==> src/hdl/assert_macros.svh <==
// Assertion macros used by the block's RTL
`ifndef ASSERT_MACROS_SVH
`define ASSERT_MACROS_SVH
`ifndef SYNTHESIS
// Check a property on every clock edge outside reset.
`define TZQS_ASSERT(name, prop) \
    name: assert property (@(posedge clk) disable iff (!rst_n) (prop)) \
        else $error("assertion failed");
// Check that prop holds in the cycle after cond.
`define TZQS_ASSERT_NEXT(name, cond, prop) \
    name: assert property (@(posedge clk) disable iff (!rst_n) (cond) |=> (prop)) \
        else $error("assertion failed");
`else
`define TZQS_ASSERT(name, prop)
`define TZQS_ASSERT_NEXT(name, cond, prop)
`endif
`endif

==> src/hdl/tzqs_pkg.sv <==
// Types and constants of the timed zone queue sequencer
package tzqs_pkg;

    localparam int REQ_W     = 3;
    localparam int ZONE_ID_W = 4;
    localparam int MINS_W    = 16;
    localparam int TIME_W    = 32;
    localparam int VALVE_W   = 16;
    localparam int SECS_W    = 22;
    localparam int ZCOUNT_W  = 5;
    localparam int CFG_IDX_W = 2;
    localparam int CFG_DATA_W = 16;

    // request kinds
    typedef enum logic [REQ_W-1:0] {
        REQ_QUEUE   = 3'd0,
        REQ_CANCEL  = 3'd1,
        REQ_ADVANCE = 3'd2,
        REQ_TICK    = 3'd3,
        REQ_STATUS  = 3'd4
    } req_kind_t;

    // configuration register indexes
    localparam logic [CFG_IDX_W-1:0] CFG_ZONES_USED   = 2'd0;
    localparam logic [CFG_IDX_W-1:0] CFG_MAX_DURATION = 2'd1;
    localparam logic [CFG_IDX_W-1:0] CFG_VALVE_LEVEL  = 2'd2;

    localparam logic [ZCOUNT_W-1:0] RST_ZONES_USED   = 5'd16;
    localparam logic [MINS_W-1:0]   RST_MAX_DURATION = 16'd240;
    localparam logic                RST_VALVE_LEVEL  = 1'b1;

    localparam logic [TIME_W-1:0] MS_PER_MIN = 32'd60000;
    // floor(x / 1000) = (x * DIV1000_MAGIC) >> DIV1000_SHIFT for any 32-bit x
    localparam logic [TIME_W-1:0] DIV1000_MAGIC = 32'd274877907;
    localparam int                DIV1000_SHIFT = 38;

    typedef struct packed {
        logic [REQ_W-1:0]     req_type;
        logic [ZONE_ID_W-1:0] zone_id;
        logic [MINS_W-1:0]    duration_mins;
        logic [TIME_W-1:0]    now_ms;
    } req_t;

    typedef struct packed {
        logic [ZCOUNT_W-1:0] zones_used;
        logic [MINS_W-1:0]   max_duration_mins;
        logic                valve_active_level;
    } cfg_t;

    // result of one request; remain_ms still needs the divide by 1000
    typedef struct packed {
        logic               ok;
        logic [VALVE_W-1:0] valve_lines;
        logic               zone_running;
        logic               zone_waiting;
        logic [MINS_W-1:0]  zone_minutes;
        logic [TIME_W-1:0]  remain_ms;
    } res_t;

endpackage

==> src/hdl/tzqs_core.sv <==
// Zone queue state: doubly linked FIFO of zones, run flags and timers
`include "assert_macros.svh"

module tzqs_core
    import tzqs_pkg::*;
#(
    parameter int ZONES = 16
)
(
    input  logic clk,
    input  logic rst_n,
    input  logic step,
    input  req_t req,
    input  cfg_t cfg,
    output res_t res
);

    localparam int ZW = (ZONES > 1) ? $clog2(ZONES) : 1;
    localparam int LW = $clog2(ZONES + 1);
    localparam int VW = (ZONES > VALVE_W) ? ZONES : VALVE_W;
    localparam logic [LW-1:0] NIL = LW'(ZONES);

    logic [LW-1:0]     head_reg, head_next;
    logic [LW-1:0]     tail_reg, tail_next;
    logic [LW-1:0]     succ_reg [ZONES];
    logic [LW-1:0]     succ_next [ZONES];
    logic [LW-1:0]     pred_reg [ZONES];
    logic [LW-1:0]     pred_next [ZONES];
    logic [ZONES-1:0]  run_reg, run_next;
    logic [ZONES-1:0]  queued_reg, queued_next;
    logic [MINS_W-1:0] len_min_reg [ZONES];
    logic [TIME_W-1:0] len_ms_reg [ZONES];
    logic [TIME_W-1:0] start_reg [ZONES];

    logic              in_range;
    logic              head_valid;
    logic [ZW-1:0]     t;
    logic [LW-1:0]     t_link;
    logic [LW-1:0]     t_succ;
    logic [LW-1:0]     t_pred;
    logic              t_run;
    logic              t_queued;
    logic [MINS_W-1:0] t_len_min;
    logic [TIME_W-1:0] t_len_ms;
    logic [TIME_W-1:0] elapsed;
    logic              expired;
    logic [MINS_W-1:0] clamped;
    logic [TIME_W-1:0] clamped_ms;
    logic [VW-1:0]     run_pad;
    logic [VALVE_W-1:0] valve_word;

    logic              ok;
    logic              do_push;
    logic              do_unlink;
    logic              set_run;
    logic              clr_run;
    logic              wr_len;
    logic              wr_start;
    logic [TIME_W-1:0] start_val;
    logic              status;

    // queue, cancel and status address zone_id; advance and tick address the head
    always_comb
    begin
        in_range   = 32'(req.zone_id) < 32'(ZONES);
        head_valid = head_reg != NIL;
        if (req.req_type inside {REQ_ADVANCE, REQ_TICK})
        begin
            t = ZW'(head_reg);
        end
        else
        begin
            t = ZW'(req.zone_id);
        end
        t_link     = LW'(t);
        t_succ     = succ_reg[t];
        t_pred     = pred_reg[t];
        t_run      = run_reg[t];
        t_queued   = queued_reg[t];
        t_len_min  = len_min_reg[t];
        t_len_ms   = len_ms_reg[t];
        elapsed    = req.now_ms - start_reg[t];
        expired    = elapsed >= t_len_ms;
        clamped    = (req.duration_mins > cfg.max_duration_mins) ?
                     cfg.max_duration_mins : req.duration_mins;
        clamped_ms = TIME_W'(32'(clamped) * MS_PER_MIN);
    end

    always_comb
    begin
        ok        = 1'b0;
        do_push   = 1'b0;
        do_unlink = 1'b0;
        set_run   = 1'b0;
        clr_run   = 1'b0;
        wr_len    = 1'b0;
        wr_start  = 1'b0;
        start_val = '0;
        status    = 1'b0;
        case (req.req_type)
            REQ_QUEUE:
            begin
                if (in_range && req.duration_mins != '0)
                begin
                    ok      = 1'b1;
                    wr_len  = 1'b1;
                    do_push = !t_queued;
                end
            end
            REQ_CANCEL:
            begin
                if (in_range && t_queued)
                begin
                    ok        = 1'b1;
                    clr_run   = 1'b1;
                    do_unlink = 1'b1;
                end
            end
            REQ_ADVANCE:
            begin
                if (head_valid)
                begin
                    ok        = 1'b1;
                    clr_run   = 1'b1;
                    do_unlink = 1'b1;
                end
            end
            REQ_TICK:
            begin
                if (head_valid)
                begin
                    ok = 1'b1;
                    if (!t_run)
                    begin
                        set_run   = 1'b1;
                        wr_start  = 1'b1;
                        start_val = req.now_ms;
                    end
                    else if (expired)
                    begin
                        clr_run   = 1'b1;
                        wr_start  = 1'b1;
                        do_unlink = 1'b1;
                    end
                end
            end
            REQ_STATUS:
            begin
                if (in_range && {1'b0, req.zone_id} < cfg.zones_used)
                begin
                    ok     = 1'b1;
                    status = 1'b1;
                end
            end
            default:
            begin
                ok = 1'b0;
            end
        endcase
    end

    // link updates, every element computed in one combinational pass
    always_comb
    begin
        head_next   = head_reg;
        tail_next   = tail_reg;
        run_next    = run_reg;
        queued_next = queued_reg;
        for (int i = 0; i < ZONES; i++)
        begin
            succ_next[i] = succ_reg[i];
            pred_next[i] = pred_reg[i];
            if (do_push)
            begin
                if (ZW'(i) == t)
                begin
                    succ_next[i] = NIL;
                    pred_next[i] = tail_reg;
                end
                else if (LW'(i) == tail_reg)
                begin
                    succ_next[i] = t_link;
                end
            end
            if (do_unlink)
            begin
                if (ZW'(i) == t)
                begin
                    succ_next[i] = NIL;
                    pred_next[i] = NIL;
                end
                else
                begin
                    if (LW'(i) == t_pred)
                    begin
                        succ_next[i] = t_succ;
                    end
                    if (LW'(i) == t_succ)
                    begin
                        pred_next[i] = t_pred;
                    end
                end
            end
        end
        if (do_push)
        begin
            queued_next[t] = 1'b1;
            if (!head_valid)
            begin
                head_next = t_link;
            end
            tail_next = t_link;
        end
        if (do_unlink)
        begin
            queued_next[t] = 1'b0;
            if (head_reg == t_link)
            begin
                head_next = t_succ;
            end
            if (tail_reg == t_link)
            begin
                tail_next = t_pred;
            end
        end
        if (set_run)
        begin
            run_next[t] = 1'b1;
        end
        if (clr_run)
        begin
            run_next[t] = 1'b0;
        end
    end

    always_ff @(posedge clk or negedge rst_n)
    begin
        if (!rst_n)
        begin
            head_reg   <= NIL;
            tail_reg   <= NIL;
            run_reg    <= '0;
            queued_reg <= '0;
            for (int i = 0; i < ZONES; i++)
            begin
                succ_reg[i]    <= NIL;
                pred_reg[i]    <= NIL;
                len_min_reg[i] <= '0;
                len_ms_reg[i]  <= '0;
                start_reg[i]   <= '0;
            end
        end
        else if (step)
        begin
            head_reg   <= head_next;
            tail_reg   <= tail_next;
            run_reg    <= run_next;
            queued_reg <= queued_next;
            for (int i = 0; i < ZONES; i++)
            begin
                succ_reg[i] <= succ_next[i];
                pred_reg[i] <= pred_next[i];
            end
            if (wr_len)
            begin
                len_min_reg[t] <= clamped;
                len_ms_reg[t]  <= clamped_ms;
            end
            if (wr_start)
            begin
                start_reg[t] <= start_val;
            end
        end
    end

    // drive levels reflect the run flags after this request
    always_comb
    begin
        run_pad    = VW'(run_next);
        valve_word = cfg.valve_active_level ? run_pad[VALVE_W-1:0] : ~run_pad[VALVE_W-1:0];

        res.ok           = ok;
        res.valve_lines  = valve_word;
        res.zone_running = status & t_run;
        res.zone_waiting = status & t_queued;
        res.zone_minutes = status ? t_len_min : '0;
        res.remain_ms    = (status && t_run && !expired) ? (t_len_ms - elapsed) : '0;
    end

    `TZQS_ASSERT(a_head_tail_empty_together, (head_reg == NIL) == (tail_reg == NIL))
    `TZQS_ASSERT(a_one_valve_open, $onehot0(run_reg))
    `TZQS_ASSERT(a_running_is_queued, (run_reg & ~queued_reg) == '0)
    `TZQS_ASSERT_NEXT(a_cancel_dequeues, step && ok && req.req_type == REQ_CANCEL, !queued_reg[$past(t)])

endmodule

==> src/hdl/timed_zone_queue_sequencer.sv <==
// Top level of the timed zone queue sequencer: stream ports, config registers, result pipeline
//
// Keeps a first-in first-out queue of valve zones with run lengths and opens at most one
// valve, that of the head zone. Each request word on the slave stream (tuser = request kind:
// queue, cancel, advance, tick, status) yields exactly one result word on the master stream
// (tuser = ok). The block takes one request per cycle unless the master side stalls and
// passes each request through three registers in order: the input register captures it, the
// zone table reads it from there and is updated in a single pass with the result going into
// the middle register, and the remaining time is divided by 1000 through a reciprocal multiply
// on its way into the output register. The queue is a doubly linked list of ZONES entries held
// in flip-flops; all of its pointer updates for one request are made in that single pass. Ready
// runs back from the output: a stalled master side holds the pipeline and the slave side stops
// once all three stages are full. Configuration writes (zones in use, max_duration_mins,
// valve_active_level) are taken in any cycle on the cfg channel and must only be issued while
// no request is in flight; indexes beyond the list are dropped. Valve bits above ZONES always
// show the closed level.

module timed_zone_queue_sequencer
    import tzqs_pkg::*;
#(
    parameter int ZONES = 16
)
(
    input  logic                  clk,
    input  logic                  rst_n,
    // request words
    input  logic                  s_tvalid,
    output logic                  s_tready,
    input  logic [55:0]           s_tdata,   // zone_id[3:0], duration_mins[19:4], now_ms[51:20], zero pad
    input  logic [REQ_W-1:0]      s_tuser,   // req_type[2:0]
    // result words
    output logic                  m_tvalid,
    input  logic                  m_tready,
    output logic [55:0]           m_tdata,   // valve_lines[15:0], zone_running[16], zone_waiting[17],
                                             // zone_minutes[33:18], seconds_left[55:34]
    output logic                  m_tuser,   // ok
    // configuration writes
    input  logic                  cfg_valid,
    output logic                  cfg_ready,
    input  logic [CFG_IDX_W-1:0]  cfg_index,
    input  logic [CFG_DATA_W-1:0] cfg_data
);

    cfg_t               cfg_reg;
    logic               in_valid_reg;
    req_t               in_req_reg;
    logic               mid_valid_reg;
    res_t               mid_res_reg;
    logic               out_valid_reg;
    logic               out_ok_reg;
    logic [VALVE_W-1:0] out_valve_reg;
    logic               out_running_reg;
    logic               out_waiting_reg;
    logic [MINS_W-1:0]  out_minutes_reg;
    logic [SECS_W-1:0]  out_secs_reg;

    logic               in_accept;
    logic               mid_ready;
    logic               out_ready;
    logic               step;
    logic               mid_fire;
    res_t               core_res;
    logic [63:0]        secs_prod;

    // configuration: always ready, drop unknown indexes
    assign cfg_ready = 1'b1;

    always_ff @(posedge clk or negedge rst_n)
    begin
        if (!rst_n)
        begin
            cfg_reg.zones_used         <= RST_ZONES_USED;
            cfg_reg.max_duration_mins  <= RST_MAX_DURATION;
            cfg_reg.valve_active_level <= RST_VALVE_LEVEL;
        end
        else if (cfg_valid && cfg_ready)
        begin
            case (cfg_index)
                CFG_ZONES_USED:   cfg_reg.zones_used         <= cfg_data[ZCOUNT_W-1:0];
                CFG_MAX_DURATION: cfg_reg.max_duration_mins  <= cfg_data[MINS_W-1:0];
                CFG_VALVE_LEVEL:  cfg_reg.valve_active_level <= cfg_data[0];
                default:          cfg_reg                    <= cfg_reg;
            endcase
        end
    end

    // ready chains back from the output register
    assign out_ready = !out_valid_reg || m_tready;
    assign mid_ready = !mid_valid_reg || out_ready;
    assign s_tready  = !in_valid_reg || mid_ready;
    assign in_accept = s_tvalid && s_tready;
    assign step      = in_valid_reg && mid_ready;
    assign mid_fire  = mid_valid_reg && out_ready;

    // input register: hold the request until the zone table takes it
    always_ff @(posedge clk or negedge rst_n)
    begin
        if (!rst_n)
        begin
            in_valid_reg <= 1'b0;
        end
        else if (s_tready)
        begin
            in_valid_reg <= s_tvalid;
        end
    end

    always_ff @(posedge clk)
    begin
        if (in_accept)
        begin
            in_req_reg.req_type      <= s_tuser;
            in_req_reg.zone_id       <= s_tdata[3:0];
            in_req_reg.duration_mins <= s_tdata[19:4];
            in_req_reg.now_ms        <= s_tdata[51:20];
        end
    end

    // zone table: reads and updates the queue once per advancing request
    tzqs_core #(
        .ZONES (ZONES)
    ) u_core (
        .clk   (clk),
        .rst_n (rst_n),
        .step  (step),
        .req   (in_req_reg),
        .cfg   (cfg_reg),
        .res   (core_res)
    );

    always_ff @(posedge clk or negedge rst_n)
    begin
        if (!rst_n)
        begin
            mid_valid_reg <= 1'b0;
        end
        else if (mid_ready)
        begin
            mid_valid_reg <= in_valid_reg;
        end
    end

    always_ff @(posedge clk)
    begin
        if (step)
        begin
            mid_res_reg <= core_res;
        end
    end

    // remaining milliseconds to whole seconds by reciprocal multiply
    assign secs_prod = 64'(mid_res_reg.remain_ms) * 64'(DIV1000_MAGIC);

    always_ff @(posedge clk or negedge rst_n)
    begin
        if (!rst_n)
        begin
            out_valid_reg <= 1'b0;
        end
        else if (out_ready)
        begin
            out_valid_reg <= mid_valid_reg;
        end
    end

    always_ff @(posedge clk)
    begin
        if (mid_fire)
        begin
            out_ok_reg      <= mid_res_reg.ok;
            out_valve_reg   <= mid_res_reg.valve_lines;
            out_running_reg <= mid_res_reg.zone_running;
            out_waiting_reg <= mid_res_reg.zone_waiting;
            out_minutes_reg <= mid_res_reg.zone_minutes;
            out_secs_reg    <= secs_prod[DIV1000_SHIFT +: SECS_W];
        end
    end

    assign m_tvalid = out_valid_reg;
    assign m_tuser  = out_ok_reg;
    assign m_tdata  = {out_secs_reg, out_minutes_reg, out_waiting_reg, out_running_reg,
                       out_valve_reg};

endmodule
==> config.mk <==
export PLATFORM = sky130hd
export DESIGN_NAME = timed_zone_queue_sequencer
export DESIGN_NICKNAME = d
export VERILOG_FILES = /design/src/hdl/tzqs_pkg.sv /design/src/hdl/tzqs_core.sv /design/src/hdl/timed_zone_queue_sequencer.sv
export VERILOG_INCLUDE_DIRS = /design/src /design/src/hdl
export SDC_FILE = /design/constraint.sdc
export NUM_CORES = 2
export LEC_CHECK = 0
export BUFFER_PORTS_ARGS = -buffer_cell sky130_fd_sc_hd__clkbuf_2
export CAP_MARGIN = 5
export CORE_MARGIN = 8
export CORE_UTILIZATION = 60
export CTS_BUF_LIST = sky130_fd_sc_hd__clkbuf_8
export DETAILED_ROUTE_END_ITERATION = 16
export GPL_TIMING_DRIVEN = 0
export PLACE_DENSITY_LB_ADDON = 0.25
export SYNTH_ARGS = -nofsm -noshare
export SYNTH_HDL_FRONTEND = slang
export SYNTH_SLANG_ARGS = --single-unit
==> constraint.sdc <==
create_clock -name clk -period 12.45 [get_ports clk]
set_input_delay 1.8675 -clock clk [delete_from_list [all_inputs] [get_ports clk]]
set_output_delay 1.8675 -clock clk [all_outputs]
set_load 0.05 [all_outputs]
### After elaboration in Yosys (flattened, before gate mapping)

Cells that the tools add are included.

* $add $sub $neg: 2
* multipliers: 2
* div/mod/pow operators: 0
* $lt $le $gt $ge: 7
* eq/ne operators: 69
* shift-type cells: 0
* multiplexer cells: 240
* bitwise logic cells: 9
* reduce and logical (&&, ||, !) cells: 29

Operator list (count)
* bitwise mux 512 bit: 2
* 2-to-1 mux 5 bit: 187
* binary-select mux 32 bit (select 4 bit): 2
* bitwise mux 256 bit: 1
* 2-to-1 mux 32 bit: 8
* 2-to-1 mux 16 bit: 9
* demux 32 bit (select 4 bit): 1
* == test 4 x 5 -> 1 bit, first input constant: 24
* binary-select mux 16 bit (select 4 bit): 1
* demux 16 bit (select 4 bit): 1
* subtractor 32 bit: 2
* == test 3 x 5 -> 1 bit, first input constant: 12
* multiplier 32 x 29 -> 60 bit, second input constant: 1
* binary-select mux 5 bit (select 4 bit): 2
* bitwise AND 16 bit: 2
* == test 4 bit, first input constant: 8
* >= comparator 32 bit: 1
* inverter 16 bit: 2
* OR 16 bit: 2
* == test 2 x 5 -> 1 bit, first input constant: 6
* multiplier 16 x 11 -> 27 bit, second input constant: 1
* 2-to-1 mux 1 bit: 20
* == test 3 x 4 -> 1 bit, first input constant: 4
* > comparator 16 bit: 1
* 33 further kinds: 58

* register bits: 1686
* latch bits: 0
* memory bits (writable): 0
* memory bits (read-only): 0
* output and inout port bits: 60
* logic and storage cells: 464
* memories kept: 0

### Longest topological paths before layout

* word-level depth: 16
* gate-level depth with buffers: 38

### Modules after synthesis

Synthesis repeated with hierarchy kept, for this count alone.

* cells, all modules: 9313
* area total of the unflattened synthesis: 93754.9 um^2

By module, submodules not included
* tzqs_core: times used 1, cells each 7542, area each 72627.2 um^2, sequential area each 34725.8 um^2
* timed_zone_queue_sequencer: times used 1, cells each 1771, area each 21127.8 um^2, sequential area each 6008.3 um^2

### Worst setup path after synthesis

No wires, ideal clock.

* path type: reg-to-reg
* start point: register in_req_reg[47] (netlist bit)
* end point: register u_core.len_ms_reg[127] (netlist bit)
* library setup time: 0.135 ns
* data arrival time: 8.143 ns
* required time: 12.315 ns
* slack: 4.172 ns
* cell stages (with the launch flop): 28
* path buffers: 3
* clock period less this slack: 8.278 ns
* cells stage by stage: edfxtp_1 > ha_1 > nand4_1 > nor2_1 > nand3_1 > o31ai_1 > clkbuf_1 > mux2i_1 > clkbuf_1 > inv_1 > fa_1 > fa_1 > fa_1 > inv_1 > fa_1 > fa_1 > inv_1 > ha_1 > nand3_1 > nor2_1 > nand3_1 > a31o_2 > a21boi_0 > o21ai_0 > a211oi_1 > mux2i_1 > clkbuf_1 > o31ai_1

* word-level cells in the longest chain between the ends: 4

Ends and longest elaborated chain
* start: declaration: line timed_zone_queue_sequencer.sv:46 `req_t in_req_reg;`
* > comparator 16 bit: line tzqs_core.sv:84 `clamped = (req.duration_mins > cfg.max_duration_mins) ?`
* 2-to-1 mux 16 bit: line tzqs_core.sv:84
* via u_core.clamped[3]: line tzqs_core.sv:47 `logic [MINS_W-1:0] clamped;`
* multiplier 16 x 11 -> 27 bit: line tzqs_core.sv:86 `clamped_ms = TIME_W'(32'(clamped) * MS_PER_MIN);`
* bitwise mux 512 bit: line tzqs_core.sv:267 `len_ms_reg[t] <= clamped_ms;`
* end signal: indexed assignment: line tzqs_core.sv:267
* end: declaration: line tzqs_core.sv:32 `logic [TIME_W-1:0] len_ms_reg [ZONES];`

The timed path passes the listed nets, and every way through them passes these cells.
A chain may end at the register's enable or synchronous reset.

### Final worst setup path

* start point: register in_req_reg[53] (netlist bit)
* end point: register u_core.start_reg[478] (netlist bit)

* word-level cells in the longest chain between the ends: 14

Ends and longest elaborated chain
* == test 3 x 2 -> 1 bit, on equally long branches: line tzqs_core.sv:67, tzqs_core.sv:100
* nonzero test 2 bit: line tzqs_core.sv:67 `if (req.req_type inside {REQ_ADVANCE, REQ_TICK})`
* 2-to-1 mux 4 bit: line tzqs_core.sv:67
* inverter 4 -> 5 bit (not written as such): line tzqs_core.sv:81, tzqs_core.sv:82, tzqs_core.sv:271
* binary-select mux 32 bit (select 4 bit): line tzqs_core.sv:82 `elapsed = req.now_ms - start_reg[t];`
* 2-to-1 mux 32 bit (not written as such) (2 in series): line tzqs_core.sv:82
* subtractor 32 bit: line tzqs_core.sv:82
* >= comparator 32 bit: line tzqs_core.sv:83 `expired = elapsed >= t_len_ms;`
* 2-to-1 mux 1 bit: line tzqs_core.sv:139 `else if (expired)`
* 2-to-1 mux 1 bit: line tzqs_core.sv:133 `if (!t_run)`
* 2-to-1 mux 1 bit: line tzqs_core.sv:130 `if (head_valid)`
* 2-to-1 mux 1 bit: line tzqs_core.sv:100 `case (req.req_type)`
* AND reduction 2 bit (no line)
* end signal: indexed assignment: line tzqs_core.sv:271 `start_reg[t] <= start_val;`
* end: declaration: line tzqs_core.sv:33 `logic [TIME_W-1:0] start_reg [ZONES];`

Several ways; a longest one is shown, not always the timed one. The select of a mux whose other input is x is not followed.

==> run metrics <==
status finished with violations; failing checks negative setup slack; Hold Buf Count CTS 0; Die W approximately 410 microns; top cell type's share of synthesized area 0.371; Fin. Hold Viols 0; reg2reg path depth 36; Worst-Skew Late Latency 1070 ps; DRC 0; Chip Height 409 microns; Mean Syn Cell Area 10.2 sq um; final number of setup-violating endpoints 2; initial antenna violation count 16; slowest CP cell nand3_1; Starting DRT DRC Count about 11k; Antenna Nets Post-Route 0; Netlist cell types 95; vias in the first global route between 70k and 80k; DP Wirelength 240 mm; ys async rst share 0.887; Leak between 40 and 50 nW; RSZ-0062 raised after global routing true; Synth Flop Type dfrtp_1; row count roughly 140; Ports 142; total grt overflow 0; share of layout cells above drive strength 1 0.114; main combinational cell family by area after synthesis adder cells; min Tclk post-route 12,480 ps; Worst Setup End Kind register; Synth Instances 9,066; Cell Pwr Density 314 nW/um^2; register area 40,700 sq um; Layout Cells excl Fill 11.8k; area leader, netlist dfrtp_1; final setup margin -25.0 ps; hold path depth 0; Seq/Total Area, Yosys 0.440; mux cell area share after synthesis 0.0923; Adder-Cell Fraction of Synth Area 0.151; CP arrival between 10,000 and 15,000 ps; final wirelength approximately 330 mm; worst clock skew between 150 and 200 ps; DRT Pass-1 Iters 7; Synth Register Bits about 1.6k; top cells by count, synth nand2_1, dfrtp_1, o21ai_0; slowest stage delay, CP between 800 and 900 ps; Synth Warn # 0; Max rail drop VDD about 1300 uV; Critical Path Start Type register; cell with the most instances after synthesis nand2_1; multi-input logic area ~47,000 sq um; Vias 77.1k; Hold Path Class register to register; top cells by area, synth dfrtp_1, nand2_1, mux4_2; XOR/XNOR Fraction of Synth Area 0.0106; full die area 167,000 sq um; final net count 10.5k; largest net degree at the start of global routing roughly 120; routability cong. 1.01; crit path max fanout 10; Mapped Nets 10.1k; CTS Buffer Depth 4; dpl cells 11.3k; Syn-to-layout area delta 10.0%; vias per cell roughly 6.6; Worst EP required 13,310 ps; Wirelength per Cell 27.9 microns; max reg flops ~510; utilization after layout 0.663; EDFF count, synth roughly 180; CTS Buf Count 286; relative slew slack 0.0431; core area 154,000 sq um; Worst Tran Pin Value 1440 ps; clk sink count 1,590; Slew Limit Fails 0; Max-Cap Viols 0; Total GRT Usage 0.388; fill count 12.0k; Clk pin slew, worst setup/hold paths 70 ps; number of port buffers 136; Initial Util 0.602; first-pass GRT wire length 490 mm; H-tree levels 5; simple-gate share of the synthesized area 0.129; Crit Path Category register to register; crit share post-route 1.00; FMAX 0.0802 GHz; Synth Area in Compound Gates 0.128; Clock Root Buffer clkbuf_8; CTS tree done; Synth Cell Area 92,600 sq um
[cell type report]
cell class	instances	area share
Sequential cell	1590	0.400
Antenna cell	8	0.000197
Timing Repair Buffer	164	0.0128
Multi-Input combinational cell	6314	0.465
Clock inverter	141	0.00668
Buffer	582	0.0228
Inverter	580	0.0214
Clock buffer	339	0.0458
Tap cell	2044	0.0251
[stage by stage]
stage	cell area (sq um)	setup WS, ps	TNS [ps]	hold slack (ps)	power [W]
finish	102000	-25.0	-38.8	341	0.0320
global route	102000	-2.10	-2.10	367	0.0343
CTS	102000	401	0	346	0.0316
detailed placement	96400	480	0	405	0.0268
global placement	95800	-24550	-	401	0.0263
floorplan	92600	4170	0	400	0.0204
[logic make-up (layout without fill, tap and decap cells)]
| group | Yosys count | count (layout) |
|---|---|---|
| xor+xnor | 112 | 112 |
| buf+inv | 1162 | 1806 |
| compound gates | 1999 | 1999 |
| mux | 417 | 417 |
| flops | 1590 | 1590 |
| fa+ha+maj | 902 | 902 |
| other cells | 1 | 9 |
| simple gates | 2883 | 2883 |
[final timing paths]
path,start,slack (ps),end
setup / recovery,in_req_reg[53],-30,u_core.start_reg[478]
min in group asynchronous,rst_n,870,u_core.start_reg[412]
hold reg to reg,mid_res_reg[45],340,out_minutes_reg[13]
hold / removal,mid_res_reg[45],340,out_minutes_reg[13]
max in group asynchronous,rst_n,9080,u_core.pred_reg[77]
setup reg to reg,in_req_reg[53],-30,u_core.start_reg[478]
[timing repair]
action / in CTS / in global routing
buffers inserted: 0 / 0
endpoints found under the hold margin: 0 / 0
endpoints found under the setup margin: 0 / 111
gates resized for setup: 0 / 5
[critical path, delay by kind of cell (launching register included)]
family	cells	cell delay (ps)
buffers and inverters	8	3830
AND/OR/NAND/NOR	13	3210
AO/OA/AOI/OAI	9	2730
adder cells (fa/ha/maj)	3	980
multiplexers	2	840
flip-flops	1	540
XOR/XNOR	1	120
[where the power goes]
group	switching [W]	internal, W
clock	0.00222	0.00253
sequential	0.000493	0.00616
combinational	0.0138	0.00680
total	0.0165	0.0155
[layout by cell type, fill, tap and decap left out, drive strengths merged, types with 38 or more instances in the layout]
master and n:
a21o 80, a21oi 273, a221o 41, a31oi 45, and2 38, and3 81
buf 142, clkbuf 943, dfrtp 1371, dfstp 40, edfxtp 179, fa 360
ha 542, inv 688, mux2 42, mux4 344, nand2 2079, nand3 169
nor2 281, nor3 62, o211ai 46, o21ai 1136, xnor2 71, xor2 41
[routing by layer]
| metal | global-route usage | vias up | wire, microns |
|---|---|---|---|
| li1 | - | 32321 | - |
| met1 | 0.514 | 38172 | 122000 |
| met4 | 0.231 | 8 | 23900 |
| met2 | 0.563 | 5364 | 140000 |
| met3 | 0.121 | 1233 | 41800 |
| met5 | 0 | - | 68 |
Note: power is estimated with default switching activity, not from simulation.
